`config.mk`:
```
export PLATFORM = sky130hd
export DESIGN_NAME = aim_rot_cell
export DESIGN_NICKNAME = d
export VERILOG_FILES = /design/src/design/aim_pkg.sv /design/src/design/aim_rot_cell.sv
export SDC_FILE = /design/constraint.sdc
export NUM_CORES = 1
export LEC_CHECK = 0
export BUFFER_PORTS_ARGS = -buffer_cell sky130_fd_sc_hd__buf_2
export CORE_MARGIN = 2
export CORE_UTILIZATION = 50
export CTS_CLUSTER_DIAMETER = 100
export DETAILED_ROUTE_END_ITERATION = 7
export PLACE_DENSITY = 0.8
export REMOVE_ABC_BUFFERS = 1
export SLEW_MARGIN = 10
export SYNTH_ARGS = -nofsm -noshare
export SYNTH_HDL_FRONTEND = slang
export SYNTH_SLANG_ARGS = --single-unit
```
`constraint.sdc`:
```
create_clock -name clk -period 3.55 [get_ports clk]
set_input_delay 0.5325 -clock clk [delete_from_list [all_inputs] [get_ports clk]]
set_output_delay 0.5325 -clock clk [all_outputs]
set_load 0.1 [all_outputs]
```
`src/design/aim_pkg.sv`:
```
// aim_pkg: shared types and constants for the aim angle and muzzle point block
// holds payload structs, pipeline structs, the cordic angle table and fixed-point constants
// no dependencies
package aim_pkg;

  localparam int COORD_W    = 16;
  localparam int BEARING_W  = 15;
  localparam int OFFSET_W   = 15;
  localparam int VEC_W      = 44;   // vectoring datapath, 24 fractional bits
  localparam int ROT_W      = 48;   // rotation datapath, 30 fractional bits
  localparam int ANG_W      = 30;   // angle in units of 2^-20 degree
  localparam int VEC_SHIFT  = 24;
  localparam int ROT_SHIFT  = 30;
  localparam int BEAR_SHIFT = 14;
  localparam int TABLE_LEN  = 24;

  localparam logic [29:0] KINV_Q30 = 30'd652032875;

  localparam logic signed [ANG_W-1:0] HALF_TURN_Z = ANG_W'(180 << 20);
  localparam logic signed [ANG_W-1:0] QUARTER_Z   = ANG_W'(90 << 20);
  localparam logic signed [17:0]      BEARING_MOD = 18'sd23040;
  localparam logic [BEARING_W-1:0]    HALF_MOD    = 15'd11520;

  // atan(2^-i) in degrees, units of 2^-20 degree
  localparam logic signed [ANG_W-1:0] ATAN_TAB [TABLE_LEN] = '{
    30'sd47185920, 30'sd27855475, 30'sd14718068, 30'sd7471121,
    30'sd3750058,  30'sd1876857,  30'sd938658,   30'sd469357,
    30'sd234682,   30'sd117342,   30'sd58671,    30'sd29335,
    30'sd14668,    30'sd7334,     30'sd3667,     30'sd1833,
    30'sd917,      30'sd458,      30'sd229,      30'sd115,
    30'sd57,       30'sd29,       30'sd14,       30'sd7
  };

  typedef struct packed {
    logic signed [COORD_W-1:0] self_x;
    logic signed [COORD_W-1:0] self_y;
    logic signed [COORD_W-1:0] target_x;
    logic signed [COORD_W-1:0] target_y;
  } aim_req_t;

  typedef struct packed {
    logic [BEARING_W-1:0]      bearing;
    logic signed [COORD_W-1:0] muzzle_x;
    logic signed [COORD_W-1:0] muzzle_y;
    logic                      coincident;
  } aim_res_t;

  typedef struct packed {
    logic signed [VEC_W-1:0] x;
    logic signed [VEC_W-1:0] y;
    logic signed [ANG_W-1:0] z;
  } vec_t;

  typedef struct packed {
    logic signed [ROT_W-1:0] x;
    logic signed [ROT_W-1:0] y;
    logic signed [ANG_W-1:0] z;
  } rot_t;

  // values that ride alongside the cordic data
  typedef struct packed {
    logic signed [COORD_W-1:0] self_x;
    logic signed [COORD_W-1:0] self_y;
    logic [BEARING_W-1:0]      bearing;
    logic                      coincident;
    logic                      neg;
  } side_t;

endpackage

```
`src/design/aim_rot_cell.sv`:
```
// aim_rot_cell: one rotation cordic micro-rotation, registered
// turns the offset vector until the residual angle reaches zero; depends on aim_pkg
module aim_rot_cell import aim_pkg::*; #(
  parameter int STAGE = 0
) (
  input  logic  clk,
  input  logic  rst,
  input  logic  up_valid,
  input  rot_t  up_rot,
  input  side_t up_side,
  output logic  dn_valid,
  output rot_t  dn_rot,
  output side_t dn_side
);

  localparam logic signed [ANG_W-1:0] STEP = ATAN_TAB[STAGE];

  logic signed [ROT_W-1:0] xs;
  logic signed [ROT_W-1:0] ys;
  rot_t                    rot_next;

  assign xs = $signed(up_rot.x) >>> STAGE;
  assign ys = $signed(up_rot.y) >>> STAGE;

  always_comb begin
    if (!up_rot.z[ANG_W-1]) begin
      rot_next.x = up_rot.x - ys;
      rot_next.y = up_rot.y + xs;
      rot_next.z = up_rot.z - STEP;
    end else begin
      rot_next.x = up_rot.x + ys;
      rot_next.y = up_rot.y - xs;
      rot_next.z = up_rot.z + STEP;
    end
  end

  always_ff @(posedge clk) begin
    if (rst) begin
      dn_valid <= 1'b0;
    end else begin
      dn_valid <= up_valid;
    end
    dn_rot  <= rot_next;
    dn_side <= up_side;
  end

endmodule

```
### Yosys cells after proc, flatten, opt, wreduce, memory -nomap -nowiden

Index checks and enable logic that the tools add are counted.

| storage, ports and cells | value |
|---|---|
| flip-flop bits (word level) | 176 |
| bits of input ports | 178 |
| output and inout port bits | 176 |
| logic and storage cells | 15 |

| cells by class | value |
|---|---|
| add/subtract/negate cells | 5 |
| multiplexer cells | 1 |

Operator list:

| operator | count |
|---|---|
| 2-to-1 mux 126 bit | 1 |
| subtractor 48 bit | 2 |
| adder 48 bit | 1 |
| adder 30 x 27 -> 30 bit, second input constant | 1 |
| subtractor 30 x 27 -> 30 bit, second input constant | 1 |

### Longest topological paths before layout

| logic depth | value |
|---|---|
| depth after elaboration | 2 |
| gate-level depth with buffers | 14 |

### Least setup slack after synthesis

Ideal clock, no wire load.

| timing path | value |
|---|---|
| path kind | input-to-reg |
| start | input up_rot[30] (netlist name) |
| end | register dn_rot[50] (netlist name) |
| library setup time | 130 ps |
| arrival | 3,065 ps |
| required time | 3,420 ps |
| slack | 355 ps |
| stages | 12 |
| cell sequence | ha_1 fa_1 nor2b_1 o311a_1 o31a_1 o21ai_2 a21oi_1 a211o_1 a21o_1 a21oi_1 o22ai_1 xnor2_1 |

RTL lines:

| what | line | text |
|---|---|---|
| start: declaration | aim_rot_cell.sv:9 | `input rot_t up_rot,` |
| end signal: assignment | aim_rot_cell.sv:43 | `dn_rot <= rot_next;` |
| end: declaration | aim_rot_cell.sv:12 | `output rot_t dn_rot,` |

==> impl_metrics.yaml <==
outcome:
  outcome: "finished clean"
timing:
  finalCritPeriodShare_pct: 91.1
  hold_viol_final: 0
  unrepaired_setup_endpoints_after_global_routing: "false"
  final_max_slew_viol_count: 0
  maximum_frequency_from_static_timing_analysis_ghz: 0.309
  final_period_minus_worst_setup_slack_ns: 3.24
  finalSetupTns_ns: 0
  finalSetupViolCount: 0
  worstMarginPinSlew_ns: 0.735
  setup_ws_ns: 0.314
  relSlewSlack_pct: 51.0
  fin_hold_ws_ns: 0.193
cells_and_area:
  fin_nets: 2343
  final.fill_count: 2178
  multi_input_comb_area_mm2: 0.00809
  area_delta_synth_final_pct: 29.9
  drive_above_1_share_pct: 28.2
  commonest_cells_after_routing_fill_and_taps_aside: "352 x sky130_fd_sc_hd__buf_2, 187 x sky130_fd_sc_hd__a21oi_1, 175 x sky130_fd_sc_hd__dfxtp_1"
  final_cells: 2356
  postLayoutCellArea_mm2: 0.0162
  layout.core_utilization_pct: 66.3
  layout_commonest_cell: "sky130_fd_sc_hd__buf_2"
  regArea_mm2: 0.00350
clock_network:
  cts-htree-levels: 4
  numCtsBuffers: 17
  cts_max_path_buffers: 2
  tritoncts: "built"
  cts_post_setup_buffers_inserted: 0
  cts_sinks: 175
  path_clk_slew_ns: 0.08
  ctsHoldBuffers: 0
  postCtsResizedCells: 0
  clk_root_buffer_cell: "sky130_fd_sc_hd__clkbuf_16"
floorplanning:
  die_width_um: 162
  core_region_area_mm2: 0.0244
  effective_utilization_at_floorplan_pct: 51.1
  io-pin-count: 354
  total_die_area_mm2: 0.0262
  die_outline_height_um: 162
  floorplan.rows: 57
yosys:
  yosysTopAreaCellShare_pct: 28.1
  syn_inst: 1546
  synthDistinctLibCells: 79
  yosys.area_share.adder_pct: 15.6
  post_synth_and_or_nand_nor_area_fraction_pct: 12.4
  yosys.area.top_type: "sky130_fd_sc_hd__dfxtp_1"
  combinational_family_with_the_most_area_after_synthesis: "compound AO/OA/AOI/OAI gates"
  synth-edff-count: 0
  synth_area_leaders: "sky130_fd_sc_hd__dfxtp_1 28%, sky130_fd_sc_hd__ha_1 15%, sky130_fd_sc_hd__a21oi_1 7.5%"
  muxShareOfSynthArea_pct: 2.25
  synth_compound_gate_area_share_pct: 27.6
  synthesis.area_mm2: 0.0125
  async_reset_ff_share_pct: 0
  yosys_warnings: 0
  postSynthAreaPerCell_um2: 8.06
  most_instantiated_flip_flop_cell_in_the_synthesis_netlist: "sky130_fd_sc_hd__dfxtp_1"
  post_synth_xor_area_fraction_pct: 7.03
  postSynthRegisterBits: 175
  synth_sequential_area_ratio_pct: 28.1
placement:
  post_dp_cell_area_mm2: 0.0156
  buffer_ports.inserted: 353
  gp_congestion: 1.00
  place.detailed.instances: 2317
  post-place-ws_ns: -0.0975
  half_perimeter_wire_length_after_detailed_placement_um: 37800
worst_setup_path:
  critPathKind: "in -> reg"
  timing.critical_path.max_delay_family: "compound AO/OA/AOI/OAI gates"
  cp_slowest_cell: "sky130_fd_sc_hd__a311oi_2"
  cp.buffers_inverters: 2
  arrival_ns: 3.54
  crit_path_max_fanout: 5
  worst_path_largest_cell_delay_ns: 0.44
  critical_path_sink_type: "register"
  worstPathRequired_ns: 3.85
  kind_of_launch_point_of_the_worst_setup_path: "input port"
  worstPathCellList: "buf_2, inv_1, ha_1, nand2b_1, a221oi_2, o2111ai_1, a311oi_2, nor2_1, o31ai_2, a31oi_1, o21ba_1, o21ai_1, xnor2_1"
grt:
  largest_net_degree_at_the_start_of_global_routing: 100
  grt_usage_pct: 34.3
  antenna_violations_before_repair: 8
  globalRoute.totalOverflow: 0
  first_global_vias: 13200
  grt_first_pass_wirelength_um: 70600
job:
  drv.max_cap_violation_count: 0
power:
  max_rail_drop_vdd_v: 0.000468
  overall_power_consumption_mw: 9.21
  power.static_leakage_nw: 7.95
  power.density_cell_area_mw_per_mm2: 569
detailed_routing:
  first_iter_violations: 1267
  firstDrtPassIters: 6
  drt_drc_violations_left: 0
  routed-via-count: 13300
  drt-vias-per-instance: 5.66
  ant_nets: 0
  wirelength_um: 46200
  detail_route.wl_per_cell_um: 19.6
worst_hold_path:
  hold_class: "in -> reg"
flip-flops by register name, indices dropped and copies added (netlist names):
name,count
dn_rot,125
dn_side,49
dn_valid,1
where the power goes:
part	total [mW]	internal [mW]	switching [mW]
sequential	2.39	2.29	0.0951
clock	1.95	0.954	1.00
combinational	4.87	1.10	3.77
final timing paths:
check / start / end / slack [ns] / depth (start not counted)
worst max-delay path: up_rot[31] / dn_rot[119] / 0.31 / 13
worst min-delay path: up_side[30] / dn_side[30] / 0.19 / 1
synth_stat cells, drive strengths merged (19+ instances only):
| master | instances |
|---|---|
| o21ai | 117 |
| nor3 | 32 |
| a31oi | 20 |
| buf | 31 |
| o21bai | 42 |
| mux2i | 28 |
| a21o | 36 |
| o31ai | 21 |
| nor2 | 104 |
| nand3 | 19 |
| xnor2 | 91 |
| a21oi | 190 |
| inv | 149 |
| dfxtp | 175 |
| nand4 | 26 |
| nand2 | 83 |
| clkbuf | 36 |
| ha | 149 |
cell families (layout without fill, tap and decap cells):
logic type	count (synthesis)	in the layout
simple gates	330	330
flops	175	175
compound gates	539	539
other cells	0	7
fa+ha+maj	153	153
buf+inv	221	700
xor+xnor	100	100
mux	28	28
area by class of cell:
class | count | share of cell area [%]
multi-input cells | 1150 | 50.0
inverters | 154 | 3.57
clock inverters | 14 | 1.01
clock buffers | 18 | 2.65
well taps | 324 | 2.51
diodes | 7 | 0.108
flip-flops and latches | 175 | 21.7
repair buffers | 514 | 18.5
metal layers:
metal	track usage, %	routed length, um	up-vias
li1	-	-	6357
met1	42.0	18500	6189
met2	58.8	22000	682
met3	6.26	3710	117
met4	15.0	1940	0
met5	0	0	-
No activity file was read; power rests on OpenSTA's default activity.
